--- src/design/cfpg_pkg.sv ---
// ----------------------------------------------------------------------------
// cfpg_pkg
// Shared types, constants and the PEC update function of the configuration
// frame generator.
// ----------------------------------------------------------------------------
package cfpg_pkg;

	localparam logic [7:0] PEC_SEED  = 8'h41;
	localparam logic [7:0] PEC_POLY  = 8'h07;
	localparam logic [7:0] ADDR_BASE = 8'h80;
	localparam logic [7:0] ZERO_BYTE = 8'h00;

	localparam int unsigned ADDR_CMP_W = 5;
	localparam logic [ADDR_CMP_W-1:0] ADDRESSED_BOARDS = 5'd3;

	localparam int unsigned CFG_INDEX_W = 3;

	typedef enum logic [CFG_INDEX_W-1:0] {
		REG_WRITE_COMMAND = 3'd0,
		REG_MODE          = 3'd1,
		REG_UNDERVOLT     = 3'd2,
		REG_OVERVOLT      = 3'd3
	} cfg_reg_t;

	typedef struct packed {
		logic [7:0] write_command_code;
		logic [7:0] mode_byte;
		logic [7:0] undervolt_code;
		logic [7:0] overvolt_code;
	} cfg_t;

	typedef struct packed {
		logic        addressed;
		logic [1:0]  board_address;
		logic [11:0] discharge_mask;
	} req_t;

	typedef enum logic [3:0] {
		SEQ_IDLE,
		SEQ_CMD,
		SEQ_CMD_PEC,
		SEQ_ADDR,
		SEQ_ADDR_PEC,
		SEQ_MODE,
		SEQ_MASK_LO,
		SEQ_MASK_HI,
		SEQ_ZERO,
		SEQ_UNDERVOLT,
		SEQ_OVERVOLT,
		SEQ_PEC
	} seq_state_t;

	// CRC-8 over one byte, most significant bit first, no final inversion.
	function automatic logic [7:0] pec_update(input logic [7:0] crc, input logic [7:0] data);
		logic [7:0] c;
		logic       fb;
		c = crc;
		for (int i = 7; i >= 0; i--) begin
			fb = data[i] ^ c[7];
			c  = {c[6:0], 1'b0};
			if (fb) begin
				c = c ^ PEC_POLY;
			end
		end
		return c;
	endfunction

endpackage

--- src/design/cfpg_front.sv ---
// ----------------------------------------------------------------------------
// cfpg_front
// Accepts requests, marks whether the board is addressed or broadcast, and
// holds them in a short queue for the frame sequencer.
// ----------------------------------------------------------------------------
module cfpg_front
	import cfpg_pkg::*;
#(
	parameter int unsigned DEPTH = 2
) (
	input  logic        clk,
	input  logic        arst_n,
	input  logic        push,
	output logic        full,
	input  logic [1:0]  board_address,
	input  logic [11:0] discharge_mask,
	output logic        req_valid,
	input  logic        req_ready,
	output req_t        req
);

	localparam int unsigned PTR_W = (DEPTH > 1) ? $clog2(DEPTH) : 1;
	localparam int unsigned CNT_W = $clog2(DEPTH + 1);

	req_t             mem_q [DEPTH];
	logic [PTR_W-1:0] wr_ptr_q;
	logic [PTR_W-1:0] rd_ptr_q;
	logic [CNT_W-1:0] count_q;
	logic             push_ok;
	logic             pop_ok;
	req_t             new_req;

	assign full      = (count_q == CNT_W'(DEPTH));
	assign req_valid = (count_q != '0);
	assign push_ok   = push & ~full;
	assign pop_ok    = req_valid & req_ready;
	assign req       = mem_q[rd_ptr_q];

	always_comb begin
		new_req.addressed      = ({{(ADDR_CMP_W-2){1'b0}}, board_address} < ADDRESSED_BOARDS);
		new_req.board_address  = board_address;
		new_req.discharge_mask = discharge_mask;
	end

	function automatic logic [PTR_W-1:0] ptr_next(input logic [PTR_W-1:0] p);
		return (p == PTR_W'(DEPTH - 1)) ? '0 : p + 1'b1;
	endfunction

	always_ff @(posedge clk) begin
		if (push_ok) begin
			mem_q[wr_ptr_q] <= new_req;
		end
	end

	always_ff @(posedge clk or negedge arst_n) begin
		if (!arst_n) begin
			wr_ptr_q <= '0;
			rd_ptr_q <= '0;
			count_q  <= '0;
		end else begin
			if (push_ok) begin
				wr_ptr_q <= ptr_next(wr_ptr_q);
			end
			if (pop_ok) begin
				rd_ptr_q <= ptr_next(rd_ptr_q);
			end
			case ({push_ok, pop_ok})
				2'b10:   count_q <= count_q + 1'b1;
				2'b01:   count_q <= count_q - 1'b1;
				default: count_q <= count_q;
			endcase
		end
	end

endmodule

--- src/design/cfpg_back.sv ---
// ----------------------------------------------------------------------------
// cfpg_back
// Frame sequencer: walks one request through its frame bytes, accumulates
// the configuration PEC and holds each byte in the output register.
// ----------------------------------------------------------------------------
module cfpg_back
	import cfpg_pkg::*;
(
	input  logic       clk,
	input  logic       arst_n,
	input  cfg_t       cfg,
	input  logic       req_valid,
	output logic       req_ready,
	input  req_t       req,
	output logic       empty,
	input  logic       pop,
	output logic [7:0] frame_byte,
	output logic       last_byte
);

	seq_state_t  state_q;
	seq_state_t  state_d;
	seq_state_t  seq_next;
	logic        addressed_q;
	logic [1:0]  addr_q;
	logic [11:0] mask_q;
	logic [7:0]  crc_q;
	logic        out_valid_q;
	logic [7:0]  out_byte_q;
	logic        out_last_q;

	logic        advance;
	logic        take_req;
	logic [7:0]  byte_d;
	logic        last_d;
	logic        crc_en;
	logic [7:0]  crc_base;
	logic [7:0]  addr_byte;

	assign advance   = (state_q != SEQ_IDLE) & (~out_valid_q | pop);
	assign addr_byte = ADDR_BASE + {6'b0, addr_q};
	assign crc_base  = (state_q == SEQ_MODE) ? PEC_SEED : crc_q;
	assign take_req  = req_valid & req_ready;

	always_comb begin
		byte_d    = ZERO_BYTE;
		last_d    = 1'b0;
		crc_en    = 1'b0;
		seq_next  = state_q;
		req_ready = 1'b0;
		case (state_q)
			SEQ_IDLE: begin
				req_ready = 1'b1;
				seq_next  = req_valid ? SEQ_CMD : SEQ_IDLE;
			end
			SEQ_CMD: begin
				byte_d   = cfg.write_command_code;
				seq_next = SEQ_CMD_PEC;
			end
			SEQ_CMD_PEC: begin
				byte_d   = pec_update(PEC_SEED, cfg.write_command_code);
				seq_next = addressed_q ? SEQ_ADDR : SEQ_MODE;
			end
			SEQ_ADDR: begin
				byte_d   = addr_byte;
				seq_next = SEQ_ADDR_PEC;
			end
			SEQ_ADDR_PEC: begin
				byte_d   = pec_update(PEC_SEED, addr_byte);
				seq_next = SEQ_MODE;
			end
			SEQ_MODE: begin
				byte_d   = cfg.mode_byte;
				crc_en   = 1'b1;
				seq_next = SEQ_MASK_LO;
			end
			SEQ_MASK_LO: begin
				byte_d   = mask_q[7:0];
				crc_en   = 1'b1;
				seq_next = SEQ_MASK_HI;
			end
			SEQ_MASK_HI: begin
				byte_d   = {4'b0, mask_q[11:8]};
				crc_en   = 1'b1;
				seq_next = SEQ_ZERO;
			end
			SEQ_ZERO: begin
				byte_d   = ZERO_BYTE;
				crc_en   = 1'b1;
				seq_next = SEQ_UNDERVOLT;
			end
			SEQ_UNDERVOLT: begin
				byte_d   = cfg.undervolt_code;
				crc_en   = 1'b1;
				seq_next = SEQ_OVERVOLT;
			end
			SEQ_OVERVOLT: begin
				byte_d   = cfg.overvolt_code;
				crc_en   = 1'b1;
				seq_next = SEQ_PEC;
			end
			SEQ_PEC: begin
				byte_d    = crc_q;
				last_d    = 1'b1;
				req_ready = advance;
				seq_next  = req_valid ? SEQ_CMD : SEQ_IDLE;
			end
			default: begin
				seq_next = SEQ_IDLE;
			end
		endcase
		if (state_q == SEQ_IDLE || advance) begin
			state_d = seq_next;
		end else begin
			state_d = state_q;
		end
	end

	always_ff @(posedge clk or negedge arst_n) begin
		if (!arst_n) begin
			state_q     <= SEQ_IDLE;
			out_valid_q <= 1'b0;
		end else begin
			state_q <= state_d;
			if (advance) begin
				out_valid_q <= 1'b1;
			end else if (pop) begin
				out_valid_q <= 1'b0;
			end
		end
	end

	always_ff @(posedge clk) begin
		if (take_req) begin
			addressed_q <= req.addressed;
			addr_q      <= req.board_address;
			mask_q      <= req.discharge_mask;
		end
		if (advance) begin
			out_byte_q <= byte_d;
			out_last_q <= last_d;
			if (crc_en) begin
				crc_q <= pec_update(crc_base, byte_d);
			end
		end
	end

	assign empty      = ~out_valid_q;
	assign frame_byte = out_byte_q;
	assign last_byte  = out_last_q;

endmodule

--- src/design/config_frame_pec_generator_core.sv ---
// ----------------------------------------------------------------------------
// config_frame_pec_generator_core
// Builds the write-configuration byte frame with PEC bytes for a cell-monitor
// chip from a board address and a cell discharge map.
// ----------------------------------------------------------------------------
// Channel   Direction  Handshake               Payload
// request   in         push / full             board_address, discharge_mask
// frame     out        empty / pop             frame_byte, last_byte
// config    in         cfg_valid / cfg_ready   cfg_index, cfg_data
//
// A request yields 11 frame bytes for an addressed board and 9 for a
// broadcast, one byte per cycle from the sequencer while the output register
// is popped or empty; the next waiting request is taken as the closing PEC
// byte moves out, and one that finds the sequencer idle is taken in SEQ_IDLE.
// The request queue holds REQ_DEPTH requests. Reset empties the queue and the
// output register, idles the sequencer and loads the registers with defaults.
// ----------------------------------------------------------------------------
module config_frame_pec_generator_core
	import cfpg_pkg::*;
#(
	parameter int unsigned REQ_DEPTH = 2
) (
	input  logic                   clk,
	input  logic                   arst_n,
	input  logic                   push,
	output logic                   full,
	input  logic [1:0]             board_address,
	input  logic [11:0]            discharge_mask,
	output logic                   empty,
	input  logic                   pop,
	output logic [7:0]             frame_byte,
	output logic                   last_byte,
	input  logic                   cfg_valid,
	output logic                   cfg_ready,
	input  logic [CFG_INDEX_W-1:0] cfg_index,
	input  logic [7:0]             cfg_data
);

	cfg_t cfg_q;
	logic req_valid;
	logic req_ready;
	req_t req;

	assign cfg_ready = 1'b1;

	always_ff @(posedge clk or negedge arst_n) begin
		if (!arst_n) begin
			cfg_q.write_command_code <= 8'h01;
			cfg_q.mode_byte          <= 8'h00;
			cfg_q.undervolt_code     <= 8'h00;
			cfg_q.overvolt_code      <= 8'h00;
		end else if (cfg_valid && cfg_ready) begin
			case (cfg_reg_t'(cfg_index))
				REG_WRITE_COMMAND: cfg_q.write_command_code <= cfg_data;
				REG_MODE:          cfg_q.mode_byte          <= cfg_data;
				REG_UNDERVOLT:     cfg_q.undervolt_code     <= cfg_data;
				REG_OVERVOLT:      cfg_q.overvolt_code      <= cfg_data;
				default:           cfg_q                    <= cfg_q;
			endcase
		end
	end

	cfpg_front #(
		.DEPTH(REQ_DEPTH)
	) u_front (
		.clk           (clk),
		.arst_n        (arst_n),
		.push          (push),
		.full          (full),
		.board_address (board_address),
		.discharge_mask(discharge_mask),
		.req_valid     (req_valid),
		.req_ready     (req_ready),
		.req           (req)
	);

	cfpg_back u_back (
		.clk       (clk),
		.arst_n    (arst_n),
		.cfg       (cfg_q),
		.req_valid (req_valid),
		.req_ready (req_ready),
		.req       (req),
		.empty     (empty),
		.pop       (pop),
		.frame_byte(frame_byte),
		.last_byte (last_byte)
	);

endmodule

--- config.mk ---
export PLATFORM = sky130hd
export DESIGN_NAME = config_frame_pec_generator_core
export DESIGN_NICKNAME = d
export VERILOG_FILES = /design/src/design/cfpg_pkg.sv /design/src/design/cfpg_front.sv /design/src/design/cfpg_back.sv /design/src/design/config_frame_pec_generator_core.sv
export SDC_FILE = /design/constraint.sdc
export NUM_CORES = 1
export LEC_CHECK = 0
export BUFFER_PORTS_ARGS = -buffer_cell sky130_fd_sc_hd__buf_4
export CAP_MARGIN = 15
export CELL_PAD_IN_SITES_DETAIL_PLACEMENT = 2
export CELL_PAD_IN_SITES_GLOBAL_PLACEMENT = 2
export CORE_MARGIN = 2
export CORE_UTILIZATION = 38
export CTS_CLUSTER_DIAMETER = 60
export DETAILED_ROUTE_END_ITERATION = 7
export PLACE_DENSITY = 0.81
export SYNTH_ARGS = -nofsm -noshare
export SYNTH_HDL_FRONTEND = slang
export SYNTH_SLANG_ARGS = --single-unit
export TNS_END_PERCENT = 100
--- constraint.sdc ---
create_clock -name clk -period 3 [get_ports clk]
set_input_delay 0 -clock clk [delete_from_list [all_inputs] [get_ports clk]]
set_output_delay 0 -clock clk [all_outputs]
set_load 0.01 [all_outputs]
==> Word-level counts from Yosys, hierarchy flattened <==
Memory sizes are Yosys's and may differ from the RTL's. A register that Yosys moved wholly into a read port is not among the register bits.
Cells that the tools add are included.
{ "totals": {"inputBits": 30, "reg_bits": 58, "wordCells": 168, "ram_bits": 30, "memories": 1} }
{ "mem_list": {"columns": ["name", "depth", "word_bits", "read_ports", "rd_clocked_by_memory_dff", "write_ports", "line_no", "rtl"], "rows": [
  ["u_front.mem_q", 2, 15, 1, 1, 1, "cfpg_front.sv:25", "req_t mem_q [DEPTH];"]
]} }
{ "classes": {"muxes": 67, "eq_ne": 17, "n_reduce_logical": 14, "n_lt_le_gt_ge": 1, "n_addsub": 5, "n_bitwise": 50} }
{ "ops": {"columns": ["cell", "count"], "rows": [
  ["$mux W8", 29],
  ["$pmux W8 S10", 1],
  ["$mux W3", 25],
  ["$not A3 Y3", 22],
  ["$pmux W4 S11", 1],
  ["$xor A1 B1 Y1", 22],
  ["$eq A4 B3 Y1 const B", 4],
  ["$eq A4 B4 Y1 const B", 4],
  ["$reduce_and A2 Y1", 5],
  ["$mux W1", 9],
  ["$add A8 B2 Y8 const A", 1],
  ["$eq A4 B2 Y1 const B", 2],
  ["$eq A3 B2 Y1 const B", 2],
  ["$reduce_bool A2 Y1", 3],
  ["$reduce_or A6 Y1", 1],
  ["$eq A2 B2 Y1 const B", 2],
  ["$eq A4 B1 Y1 const B", 1],
  ["$logic_not A4 Y1", 1],
  ["$pmux W2 S2", 1],
  ["$reduce_bool A4 Y1", 1],
  ["$and A1 B1 Y1", 3],
  ["$eq A3 B1 Y1 const B", 1],
  ["$logic_not A3 Y1", 1],
  ["$add A1 B1 Y1 const B", 2],
  ["9 further kinds", 10]
]} }

==> Depth between registers and ports, before layout <==
Gate-level depths: netlist of run 1.
{ "depth": {"ltp_word": 54, "depth_mapped": 10, "ltp_nobuf": 7} }

==> Hierarchy <==
A second synthesis of run 1 with hierarchy kept.
{ "hier_totals": {"hier_cells": 366, "hier_area_um2": 4947.2} }
{ "by_module_without_submodules": {"columns": ["module", "area_each_um2", "cells_per_inst", "n_inst", "seq_area_each_um2"], "rows": [
  ["cfpg_back", 2416.1, 228, 1, 1086.0],
  ["cfpg_front", 1295.0, 66, 1, 1001.0],
  ["config_frame_pec_generator_core", 1236.2, 72, 1, 802.0]
]} }

==> Worst setup path after synthesis of run 1 <==
OpenSTA, ideal clock, no wires.
{ "synth_timing": {"path_type": "reg-to-reg", "from": "register u_back.state_q[0]", "to": "register u_front.count_q[1]", "path_stages_with_launch": 10, "arrival_ns": 3.199, "setup_time_ns": 0.079, "path_buffers": 3, "slack_ns": -0.278, "path_cell_list": "dfrtp_1 > buf_2 > clkbuf_1 > and2_1 > clkbuf_1 > a32oi_1 > nor3_1 > ha_1 > nor2_1 > xor2_1"} }
{ "synth_between": {"elab_chain_len": 6} }
{ "synth_rtl": {"columns": ["item", "line_no", "rtl"], "rows": [
  ["start, declared", "cfpg_back.sv:21", "seq_state_t state_q;"],
  ["start signal, assigned", "cfpg_back.sv:124", "state_q <= state_d;"],
  ["$reduce_bool A4 Y1", "cfpg_back.sv:40", "assign advance = (state_q != SEQ_IDLE) & (~out_valid_q | pop);"],
  ["$and A1 B1 Y1", "cfpg_back.sv:40", null],
  ["$pmux W1 S2 (*)", "cfpg_back.sv:51", "case (state_q)"],
  ["$and A1 B1 Y1 (*)", null, null],
  ["named net u_back.take_req", "cfpg_back.sv:33", "logic take_req;"],
  ["$eq A2 B1 Y1 or $eq A2 B2 Y1 (tied branches)", "cfpg_front.sv:67", "case ({push_ok, pop_ok})"],
  ["$pmux W2 S2 or $reduce_bool A2 Y1 (tied branches)", null, null],
  ["end signal, assigned", "cfpg_front.sv:68", "2'b10: count_q <= count_q + 1'b1;"],
  ["end signal, assigned", "cfpg_front.sv:69", "2'b01: count_q <= count_q - 1'b1;"],
  ["end signal, assigned", "cfpg_front.sv:70", "default: count_q <= count_q;"],
  ["end, declared", "cfpg_front.sv:28", "logic [CNT_W-1:0] count_q;"]
]} }
Mark *: on every way through the listed nets, which the timed path passes. The rest lies on a longest branch.
A chain may end at the register's enable or synchronous reset.

==> Worst setup path in the final report of run 1 <==
{ "layout_timing": {"from": "register u_back.state_q[1]", "to": "register u_back.crc_q[2], data pin"} }
{ "layout_rtl": {"columns": ["item", "line_no", "rtl"], "rows": [
  ["$eq A4 B4 Y1, or another cell as far along", "cfpg_back.sv:51", null],
  ["$pmux W8 S10 (*)", "cfpg_back.sv:51", null],
  ["named net u_back.byte_d[6]", "cfpg_back.sv:34", "logic [7:0] byte_d;"],
  ["$xor A1 B1 Y1 (*)", "cfpg_pkg.sv:59", "fb = data[i] ^ c[7];"],
  ["$mux W3 (*)", "cfpg_pkg.sv:61", "if (fb) begin"],
  ["$mux W8 (*)", "cfpg_back.sv:142", "if (crc_en) begin"],
  ["$mux W8 (*)", "cfpg_back.sv:139", "if (advance) begin"],
  ["$mux W8 (*)", "cfpg_back.sv:142", null],
  ["[3 not listed]", null, null],
  ["$mux W8 (*)", "cfpg_back.sv:142", null],
  ["$mux W8 (*)", "cfpg_back.sv:139", null],
  ["$mux W8 (*)", "cfpg_back.sv:142", null],
  ["$mux W8 (*)", "cfpg_back.sv:139", null],
  ["$mux W8 (*)", "cfpg_back.sv:142", null],
  ["$mux W8 (*)", "cfpg_back.sv:139", null],
  ["$xor A1 B1 Y1 (*)", "cfpg_pkg.sv:59", null],
  ["$mux W3 (*)", "cfpg_pkg.sv:61", null],
  ["end signal, assigned", "cfpg_back.sv:143", "crc_q <= pec_update(crc_base, byte_d);"],
  ["end, declared", "cfpg_back.sv:27", "logic [7:0] crc_q;"]
]} }
Mark *: on every way through the listed nets, which the timed path passes. The rest lies on a longest branch. The select of a mux whose other input is x is not followed.

==> results.md, run 1 <==
- Outcome: complete, no violations
- Final setup margin: ~0.097 ns
- Combinational Power Share: around half
- WHS: 0.0184 ns
- Initial core utilization: 38.9%
- Commonest non-fill, non-tap cell in the layout: edfxtp_1
- Wirelength per Cell: 22.0 microns
- Top sig layer: met4
- Die ar.: 13900 sq um
- Residual DRC count: 0
- Global-route wire length before repair: 21700 microns
- Synthesized area: 4930 sq um
- Layout net count: about 470
- Min-delay worst type: in -> reg
- Final Cycle Share: 96.8%
- H-tree depth: 3
- Yosys cell types: 54
- Yosys warning count: 0
- Worst r2r dst: u_back.crc_q[2]
- Post-Route WL: 13400 microns
- Critical path required time: 3.10 ns
- N_diodes: 0
- Syn avg cell area: approximately 14 sq um
- Slew Limit Headroom: ~41%
- Layout cells sized above 1: 31.1%
- Core Area: between 10000 and 15000 sq um
- Finish-stage setup viols: 0
- GRT Overall Usage: around a fifth
- Die width: 118 microns
- Total grt overflow: 0
- Iter 0 DRT Violations: 173
- R2R cell count: 6
- Pleak: roughly 2.4 nW
- Site row count: between 40 and 50
- Achievable clock frequency: 344 MHz
- Post-place setup slack: 0.0979 ns
- Setup TNS: 0 ns
- CTS tree: built
- Pin count of the biggest net entering global routing: 42
- Met1 wire length: ~5600 microns
- Hold Crit Start: push
- Area growth syn-to-layout: 23.9%
- Fill cells: around 1200
- Clock Power Share: 17.8%
- Io pins: 42
- Post-Route Utilization: 48.2%
- Crit end category: flop
- Cell count after synthesis: 359
- Period minus WS final: 2.90 ns
- Initial antenna violation count: 0
- Register area share after synthesis: 58.6%
- Worst r2r src: u_back.state_q[1]
- Syn nets: 390
- CP Launch Type: flop
- Routability Congestion: around 0.83
- Clock buffer depth: 2
- Async set or reset register ratio after synthesis: 39.8%
- Critical Path Source: u_back.state_q[1]
- R2r setup slk: between 0.09 and 0.1 ns
- Number of synthesized register bits: 103
- P_int: 0.00508 W
- Number of synthesized flops with an enable pin: 62
- Num CTS Buffers: 9
- Die Y: around 120 microns
- Unrepaired setup endpoints after global routing: false
- Initial DRT Pass Iterations: 6
- Max Cap Violations: 0
- CTS Sinks: 103
- Arr. time, crit path: 3.00 ns
- WHS Endpoint: u_front.wr_ptr_q
- Via/cell ratio: between 5 and 6
- Sw power: between 0.002 and 0.003 W
- Final ANT Viol Nets: 0
- Worst-margin pin slew: 0.883 ns
- Clock skew: approximately 0.0043 ns
- VDD IR max: between 0.4 and 0.5 mV
- WS Path Type: reg -> reg
- Vias in the first global route: between 3000 and 4000
- Pins Over Slew Limit: 0
- Clock Latency Late Sink: 0.36 ns
- Clk slew on worst S/H paths: 0.07 ns
- Sequential Power Share: 33.7%
- Most frequent cells in the layout: edfxtp_1 (62), buf_4 (60), mux2_2 (50)
- Root buffer cell: clkbuf_16
- Post-detail-place hpwl: roughly 9600 microns
- Met3 Wirelength: 323 microns
- Vias: 3194
- Pwr Density: 1260 nW/um^2
- Hold Path Depth: 3
- Crit path max fanout: 9
- Synth Flop Type: edfxtp_1
- Sw frac: 33.9%
- Final Hold Violating Endpoints: 0
- Port Buf Inserts: 40
- Routed met2 length: 7300 microns
[state kept, by name, summed over array words and instances (netlist names)]
| register | cells |
|---|---|
| u_back.crc_q | 8 |
| u_front.count_q | 2 |
| u_back.last_byte | 1 |
| u_back.addr_q | 2 |
| u_back.mask_q | 12 |
| cfg_q | 32 |
| u_front.rd_ptr_q | 1 |
| u_front.wr_ptr_q | 1 |
| u_back.state_q | 4 |
| u_back.frame_byte | 8 |
| u_front.mem_q | 30 |
| u_back.addressed_q | 1 |
| u_back.out_valid_q | 1 |
[what timing repair did]
item	4_1_cts	5_1_grt
endpoints found under the setup margin	0	3
hold buffers	24	0
setup buffers	0	1
endpoints found under the hold margin	103	0
resized for setup	0	4
[Yosys cell counts, types with 4 or more instances]
| master | number | area, sq um |
|---|---|---|
| a21oi_1 | 8 | 40.0 |
| a22o_1 | 7 | 61.3 |
| a32oi_1 | 4 | 35.0 |
| and2_1 | 4 | 25.0 |
| and3_1 | 4 | 25.0 |
| buf_2 | 5 | 25.0 |
| clkbuf_1 | 9 | 33.8 |
| dfrtp_1 | 40 | 1000 |
| edfxtp_1 | 62 | 1860 |
| inv_1 | 8 | 30.0 |
| mux2_2 | 50 | 563 |
| mux2i_1 | 5 | 50.1 |
| nand2_1 | 20 | 75.1 |
| nand2b_1 | 7 | 43.8 |
| nand3_1 | 7 | 35.0 |
| nand3b_1 | 5 | 37.5 |
| nor2_1 | 16 | 60.1 |
| nor2b_1 | 5 | 31.3 |
| nor3_1 | 5 | 25.0 |
| o21ai_0 | 8 | 40.0 |
| xnor2_1 | 20 | 175 |
| xor2_1 | 12 | 105 |
[logic make-up (layout without fill, tap and decap cells)]
kind of cell,after synthesis,after routing,share of synthesized area [%]
flip-flops,103,103,58.6
AND/OR/NAND/NOR,81,81,8.47
other,1,1,0.0760
multiplexers,57,57,13.0
XOR/XNOR,40,40,9.46
buffers and inverters,28,109,2.87
AO/OA/AOI/OAI,48,48,7.33
adder cells (fa/ha/maj),1,1,0.254
[how the worst max path moves through the flow]
stage                    endpoint  slack [ns]  depth (start not counted)
5_1_grt           u_back.crc_q[2]        0.02                          6
3_3_place_gp      u_back.crc_q[2]        0.19                          6
6_report          u_back.crc_q[2]         0.1                          6
3_5_place_dp      u_back.crc_q[2]         0.1                          6
4_1_cts           u_back.crc_q[2]        0.08                          6
2_1_floorplan  u_front.count_q[1]        0.27                          9
[layout make-up]
type / count / area [sq um] / area share [%]
tap: 172 / 215 / 3.52
multi-input combinational: 228 / 1920 / 31.4
clock inverter: 6 / 116 / 1.90
sequential: 103 / 2890 / 47.3
timing repair buffer: 85 / 711 / 11.6
clock buffer: 10 / 229 / 3.75
inverter: 8 / 30.0 / 0.492
[power groups by stage]
stage                     registers, W  clock network, W  logic (W)
final                          0.00259           0.00137    0.00373
after global routing           0.00265           0.00145    0.00404
after detailed placement       0.00262                 0    0.00365
after CTS                      0.00259           0.00140    0.00372
after floorplan                0.00243                 0    0.00268
after global placement         0.00257                 0    0.00341
[stage by stage]
stage	std cells	total power, W	area [sq um]
final	612	0.00768	6110
after global routing	612	0.00814	6110
after floorplan	359	0.00512	4940
after detailed placement	571	0.00627	5500
after global placement	571	0.00598	5500
after CTS	611	0.00771	6090
[metal layers]
| metal | vias to the layer above | GRT usage, % |
|---|---|---|
| met4 | 0 | 7.00 |
| met2 | 54 | 37.3 |
| met1 | 1658 | 25.4 |
| met3 | 13 | 2.76 |
| met5 | - | 0 |
| li1 | 1469 | - |
[critical path, stage by stage (launching register included)]
cell and delay [ns]:
dfrtp_1 0.54, or4b_1 0.52, nor2_1 0.13, a211o_1 0.18
xnor3_2 0.48, xnor3_2 0.42, xnor3_1 0.38
No activity file was read; power rests on OpenSTA's default activity.
==> inputs of run 2 (changes only) <==
--- a/config.mk
+++ b/config.mk
@@ -5,15 +5,16 @@
 export SDC_FILE = /design/constraint.sdc
 export NUM_CORES = 1
 export LEC_CHECK = 0
+export ABC_AREA = 1
 export BUFFER_PORTS_ARGS = -buffer_cell sky130_fd_sc_hd__buf_4
 export CAP_MARGIN = 15
 export CELL_PAD_IN_SITES_DETAIL_PLACEMENT = 2
 export CELL_PAD_IN_SITES_GLOBAL_PLACEMENT = 2
 export CORE_MARGIN = 2
-export CORE_UTILIZATION = 38
+export CORE_UTILIZATION = 34
 export CTS_CLUSTER_DIAMETER = 60
 export DETAILED_ROUTE_END_ITERATION = 7
-export PLACE_DENSITY = 0.81
+export PLACE_DENSITY = 0.79
 export SYNTH_ARGS = -nofsm -noshare
 export SYNTH_HDL_FRONTEND = slang
 export SYNTH_SLANG_ARGS = --single-unit
==> results.md, run 2 <==
- Worst-margin pin slew: 0.979 ns (was 0.883 ns)
- Root buffer cell: clkbuf_16 (unchanged)
- Most flop-heavy register: cfg_q (unchanged)
- Io pins: 42 (unchanged)
- CTS Sinks: 103 (unchanged)
- Post-CTS Repair Setup Buffers: 0 (unchanged)
- Yosys top cell area share: 37.9% (was 37.7%)
- Site row count: 43 (was 41)
- Initial core utilization: 35.1% (was 38.9%)
- Min-delay worst type: in -> reg (unchanged)
- Slew Limit Headroom: 34.5% (was 40.9%)
- Num CTS Buffers: 9 (unchanged)
- Fin cells: 772 (was 612)
- Crit end category: flop (unchanged)
- Initial DRT Pass Iterations: 4 (was 6)
- H-tree depth: 3 (unchanged)
- Layout net count: 618 (was 466)
- Clk slew on worst S/H paths: 0.07 ns (about the same)
- Period minus WS final: 2.67 ns (was 2.90 ns)
- Residual DRC count: 0 (unchanged)
- Syn nets: 546 (was 390)
- Async set or reset register ratio after synthesis: 39.8% (unchanged)
- Wirelength per Cell: 18.8 microns (was 22.0 microns)
- Arr. time, crit path: 2.78 ns (was 3.00 ns)
- Pin count of the biggest net entering global routing: 42 (unchanged)
- Clock skew: 0.00719 ns (was 0.00433 ns)
- Area growth syn-to-layout: 21.2% (was 23.9%)
- Finish-stage setup viols: 0 (unchanged)
- Most Used Layer, Global Route: met2 (unchanged)
- Largest cells by area after synthesis: edfxtp_1 (38%), dfrtp_1 (20%), nand2_1 (12%) (was edfxtp_1 (38%), dfrtp_1 (20%), mux2_2 (11%))
- Largest regs: cfg_q x32, u_front.mem_q x30, u_back.mask_q x12 (unchanged)
- Synth Flop Type: edfxtp_1 (unchanged)
- Unrepaired setup endpoints after global routing: false (unchanged)
- Layout cells sized above 1: 17.9% (was 31.1%)
- CTS resizes: 0 (unchanged)
- Total grt overflow: 0 (unchanged)
- Iter 0 DRT Violations: 187 (was 173)
- Number of synthesized flops with an enable pin: 62 (unchanged)
- VDD IR max: 0.731 mV (was 0.485 mV)
- Routability Congestion: 0.846 (was 0.829)
- Vias in the first global route: 4371 (was 3714)
- Post-Route WL: 14500 microns (was 13400 microns)
- Yosys warning count: 0 (unchanged)
- Core Area: 14000 sq um (was 12700 sq um)
- Placed Instances: 731 (was 571)
- Die width: 124 microns (was 118 microns)
- Clock Latency Late Sink: 0.36 ns (about the same)
- Via/cell ratio: 4.96 (was 5.22)
- CTS Hold Bufs: 24 (unchanged)
- Initial antenna violation count: 0 (unchanged)
- Pwr Density: 1040 nW/um^2 (was 1260 nW/um^2)
- Final Cycle Share: 88.8% (was 96.8%)
- Final Hold Violating Endpoints: 0 (unchanged)
- Met2 GRT Util: 35.4% (was 37.3%)
- Most frequent cells in the layout: nand2_1 (156), edfxtp_1 (62), inv_1 (53) (was edfxtp_1 (62), buf_4 (60), mux2_2 (50))
- Post-synth top area cell: edfxtp_1 (unchanged)
- Achievable clock frequency: 375 MHz (was 344 MHz)
- CP Launch Type: flop (unchanged)
- Register area share after synthesis: 58.8% (was 58.6%)
- Syn avg cell area: 9.54 sq um (was 13.7 sq um)
- Largest register FFs: 32 (unchanged)
- Commonest non-fill, non-tap cell in the layout: nand2_1 (was edfxtp_1)
- Synthesized area: 4910 sq um (was 4930 sq um)
- GRT Overall Usage: 19.5% (was 20.7%)
- Commonest cells post-synth: nand2_1 (156), edfxtp_1 (62), inv_1 (53) (was edfxtp_1 (62), mux2_2 (50), dfrtp_1 (40))
- Yosys cell types: 36 (was 54)
- Pleak: 2.65 nW (was 2.44 nW)
- Port Buf Inserts: 40 (unchanged)
- Crit path max fanout: 12 (was 9)
- Setup TNS: 0 ns (unchanged)
- WS Path Type: reg -> reg (unchanged)
- Outcome: complete, no violations (unchanged)
- CTS tree: built (unchanged)
- Critical path required time: 3.12 ns (was 3.10 ns)
- Met3 Use GR: 4.86% (was 2.76%)
- N_diodes: 0 (unchanged)
- Final Power: 0.00622 W (was 0.00768 W)
- Top-count cell post-synth: nand2_1 (was edfxtp_1)
- Post-detail-place hpwl: 10700 microns (was 9580 microns)
- Vias: 3829 (was 3194)
- Global-route wire length before repair: 23500 microns (was 21700 microns)
- Final ANT Viol Nets: 0 (unchanged)
- Pins Over Slew Limit: 0 (unchanged)
- Die Y: 124 microns (was 118 microns)
- Max Cap Violations: 0 (unchanged)
- Cell count after synthesis: 515 (was 359)
- Met1 Use GR: 23.1% (was 25.4%)
- Clock buffer depth: 2 (unchanged)
- Number of synthesized register bits: 103 (unchanged)
- Die ar.: 15400 sq um (was 13900 sq um)
run 2: cell types whose count changed in the layout (fill, tap and decap cells not counted), sizes merged, moves of 14 or more:
cell / change
nor2: +24
o21ai: +42
nand3: +31
nand2: +147
inv: +49
mux2: -37
buf: -16
xnor2: -14
run 2: path summary, 6_finish.rpt:
kind | start | to | slack, ns | cells after the start
worst max-delay path | u_back.state_q[3] | u_back.crc_q[2] | 0.33 | 14
worst min-delay path | push | u_front.wr_ptr_q | 0.11 | 3
worst max register to register | u_back.state_q[3] | u_back.crc_q[2] | 0.33 | 14
worst min register to register | cfg_q[13] | cfg_q[13] | 0.50 | 2
max in group asynchronous | arst_n | u_front.count_q[0] | 2.43 | 2
min in group asynchronous | arst_n | cfg_q[29] | 0.18 | 2
run 2: routing by layer:
metal	vias up	part of all wire (%)
li1	1825	-
met4	0	1.5
met3	16	3.2
met1	1934	42
met2	54	53
met5	-	0
run 2: stage by stage:
stage          cell area, sq um  hold slack [ns]  utilization (%)  setup WS (ns)
2_1_floorplan              4910           -0.296                -          0.315
4_1_cts                    5950            0.101             42.5          0.306
3_3_place_gp               5420           0.0266             38.7          0.517
5_1_grt                    5950            0.154             42.6          0.120
6_report                   5950            0.110             42.6          0.335
3_5_place_dp               5430           0.0412             38.8          0.379
run 2: cell families after synthesis:
family | after synthesis | synth area share, %
DFF | 103 | 58.8
other | 1 | 0.0763
buffers and inverters | 64 | 5.12
muxes | 15 | 3.44
AOI/OAI and AO/OA | 60 | 6.42
adders and majority gates | 1 | 0.255
xor gates and xnor gates | 15 | 2.98
and+or+nand+nor | 256 | 22.9
run 2: critical path, stage by stage, from the launching register on:
cell     delay, ns
dfrtp_1       0.42
inv_1         0.12
nand2_1       0.16
nor2_2        0.54
inv_1         0.20
nand2_1       0.16
inv_1         0.07
nand3_1       0.11
nand3_1       0.11
nand3_1       0.14
nand2_2       0.11
nand2_1       0.09
nand2_1       0.06
nand2_1       0.07
nand2_1       0.05
run 2: cell type report:
cell class	instances	area (sq um)
Fill cell	1514	8030
Sequential cell	103	2890
Multi-Input combinational cell	348	1770
Timing Repair Buffer	69	578
Clock buffer	10	229
Tap cell	180	225
Inverter	56	210
Clock inverter	6	51.3
run 2: power by group:
group | internal, W | switching [W] | total [W]
registers | 0.00216 | 0.000305 | 0.00246
clock network | 0.000578 | 0.000563 | 0.00114
logic | 0.000930 | 0.00169 | 0.00262
==> inputs of run 3 (changes only) <==
--- a/config.mk
+++ b/config.mk
@@ -6,14 +6,15 @@
 export NUM_CORES = 1
 export LEC_CHECK = 0
 export ABC_AREA = 1
-export BUFFER_PORTS_ARGS = -buffer_cell sky130_fd_sc_hd__buf_4
 export CAP_MARGIN = 15
 export CELL_PAD_IN_SITES_DETAIL_PLACEMENT = 2
 export CELL_PAD_IN_SITES_GLOBAL_PLACEMENT = 2
+export CORE_ASPECT_RATIO = 0.8
 export CORE_MARGIN = 2
-export CORE_UTILIZATION = 34
+export CORE_UTILIZATION = 36
 export CTS_CLUSTER_DIAMETER = 60
 export DETAILED_ROUTE_END_ITERATION = 7
+export DONT_BUFFER_PORTS = 1
 export PLACE_DENSITY = 0.79
 export SYNTH_ARGS = -nofsm -noshare
 export SYNTH_HDL_FRONTEND = slang
==> results.md, run 3 (synthesis results as in run 2) <==
- Outcome: complete, no violations (unchanged)
- Most flop-heavy register: cfg_q (unchanged)
- Residual DRC count: 0 (unchanged)
- Commonest non-fill, non-tap cell in the layout: nand2_1 (unchanged)
- Final Hold Violating Endpoints: 0 (unchanged)
- Post-CTS Repair Setup Buffers: 0 (unchanged)
- Worst r2r src: u_back.state_q[3] (unchanged)
- Worst r2r dst: u_back.crc_q[2] (unchanged)
- Worst path cell trace: inv_1, nand2_1, nor2_4, nand2_1, nand3_1, nor2_2, nand2_2, nand2_1, nand2_1, nand2_1, nand2_2, nand2_1, nand2_2, inv_1, nand2_1, nand2_1 (was inv_1, nand2_1, nor2_2, inv_1, nand2_1, inv_1, nand3_1, nand3_1, nand3_1, nand2_2, nand2_1, nand2_1, nand2_1, nand2_1)
- Slowest CP cell: dfrtp_1 (was nor2_2)
- Worst-margin pin slew: 1.06 ns (was 0.979 ns)
- Num CTS Buffers: 9 (unchanged)
- Pwr Density: 1060 nW/um^2 (was 1040 nW/um^2)
- Site row count: 38 (was 43)
- Initial core utilization: 36.5% (was 35.1%)
- Final Power: 0.00605 W (was 0.00622 W)
- Max Cap Violations: 0 (unchanged)
- H-tree depth: 3 (unchanged)
- Wirelength per Cell: 18.8 microns (about the same)
- Port Buf Inserts: 0 (was 40)
- VDD IR max: 0.443 mV (was 0.731 mV)
- WS Path Type: reg -> reg (unchanged)
- Final Cycle Share: 83.7% (was 88.8%)
- Clock Latency Late Sink: 0.36 ns (about the same)
- Critical Path Max Stage Delay: 0.43 ns (was 0.54 ns)
- Bufs and invs on worst path: 2 (was 3)
- N_diodes: 0 (unchanged)
- Total grt overflow: 0 (unchanged)
- CP dominant cell by count: nand2_1 (unchanged)
- Via/cell ratio: 4.96 (about the same)
- Most frequent cells in the layout: nand2_1 (156), edfxtp_1 (62), inv_1 (53) (unchanged)
- Fill cells: 1464 (was 1514)
- Pin count of the biggest net entering global routing: 42 (unchanged)
- Layout net count: 579 (was 618)
- Achievable clock frequency: 398 MHz (was 375 MHz)
- Critical Path Source: u_back.state_q[3] (unchanged)
- Slew Limit Headroom: 29.0% (was 34.5%)
- Die width: 135 microns (was 124 microns)
- Root buffer cell: clkbuf_16 (unchanged)
- Io pins: 42 (unchanged)
- Post-Route WL: 13800 microns (was 14500 microns)
- Largest register FFs: 32 (unchanged)
- Crit end category: flop (unchanged)
- Clock skew: 0.00959 ns (was 0.00719 ns)
- Routability Congestion: 0.833 (was 0.846)
- R2r setup slk: 0.49 ns (was 0.33 ns)
- CP Launch Type: flop (unchanged)
- Clk slew on worst S/H paths: 0.07 ns (about the same)
- Global-route wire length before repair: 22200 microns (was 23500 microns)
- Iter 0 DRT Violations: 180 (was 187)
- Crit path max fanout: 12 (unchanged)
- Setup TNS: 0 ns (unchanged)
- Arr. time, crit path: 2.63 ns (was 2.78 ns)
- Final ANT Viol Nets: 0 (unchanged)
- Crit path capture: u_back.crc_q[2] (unchanged)
- Critical path required time: 3.12 ns (about the same)
- CTS tree: built (unchanged)
- R2R cell count: 16 (was 14)
- Top delay family on crit path: simple AND/OR/NAND/NOR gates (unchanged)
- Period minus WS final: 2.51 ns (was 2.67 ns)
- Pleak: 2.45 nW (was 2.65 nW)
- Initial DRT Pass Iterations: 4 (unchanged)
- GRT Overall Usage: 20.7% (was 19.5%)
- Post-detail-place hpwl: 10100 microns (was 10700 microns)
- Initial antenna violation count: 0 (unchanged)
- Die ar.: 14600 sq um (was 15400 sq um)
- Vias: 3639 (was 3829)
- Unrepaired setup endpoints after global routing: false (unchanged)
- Cell count along the critical path: 16 (was 14)
- Die Y: 108 microns (was 124 microns)
- Largest regs: cfg_q x32, u_front.mem_q x30, u_back.mask_q x12 (unchanged)
- Area growth syn-to-layout: 15.7% (was 21.2%)
- Min-delay worst type: in -> async (was in -> reg)
- CTS Sinks: 103 (unchanged)
- Clock buffer depth: 2 (unchanged)
- Core Area: 13500 sq um (was 14000 sq um)
- Finish-stage setup viols: 0 (unchanged)
- Layout cells sized above 1: 11.9% (was 17.9%)
- Vias in the first global route: 4230 (was 4371)
- Pins Over Slew Limit: 0 (unchanged)
## run 3: routing by layer
metal  wire length [microns]  vias to the layer above  track usage (%)
li1                        -                     1750                -
met1                    6030                     1821             24.6
met2                    7130                       52             37.8
met3                     419                       16             5.06
met4                     219                        0             5.56
met5                       0                        -                0
## run 3: final cells by class
cell class | count | area (sq um) | area share [%]
Inverter | 56 | 210 | 3.70
Clock inverter | 7 | 55.1 | 0.969
Sequential cell | 103 | 2890 | 50.8
Timing Repair Buffer | 30 | 300 | 5.29
Multi-Input combinational cell | 348 | 1780 | 31.3
Tap cell | 180 | 225 | 3.96
Clock buffer | 9 | 225 | 3.96
## run 3: power by group
part | switching [W] | leakage [nW] | total [W] | internal (W)
Clock | 0.000562 | 0.128 | 0.00113 | 0.000570
Sequential | 0.000332 | 1.09 | 0.00249 | 0.00216
Combinational | 0.00160 | 1.24 | 0.00242 | 0.000825
Total | 0.00249 | 2.45 | 0.00605 | 0.00356
## run 3: worst min path at each step
stage	from	endpoint	slack, ns	cells after the start
2_1_floorplan	arst_n	cfg_q[0]	-0.30	0
3_3_place_gp	arst_n	u_front.wr_ptr_q	-0.29	0
3_5_place_dp	arst_n	u_front.wr_ptr_q	-0.29	0
4_1_cts	arst_n	u_back.state_q[2]	0.11	2
5_1_grt	arst_n	cfg_q[8]	0.11	2
6_report	arst_n	cfg_q[8]	0.10	2
## run 3: what timing repair did
item / in CTS / in global routing
hold buffers: 26 / 0
endpoints found under the hold margin: 105 / 0
resized for setup: 0 / 1
setup endpoints to repair: 0 / 1
## run 3: per-stage QoR
step                      worst slack (ns)  hold WS [ns]  instances  util [%]  cell area (sq um)
final                                0.490         0.102        733      42.2               5680
after global routing                 0.192         0.111        733      42.2               5680
after CTS                            0.275         0.111        733      42.2               5680
after detailed placement             0.346        -0.294        691      38.1               5130
after global placement               0.446        -0.294        691      38.1               5130
after floorplan                      0.315        -0.296        515         -               4910
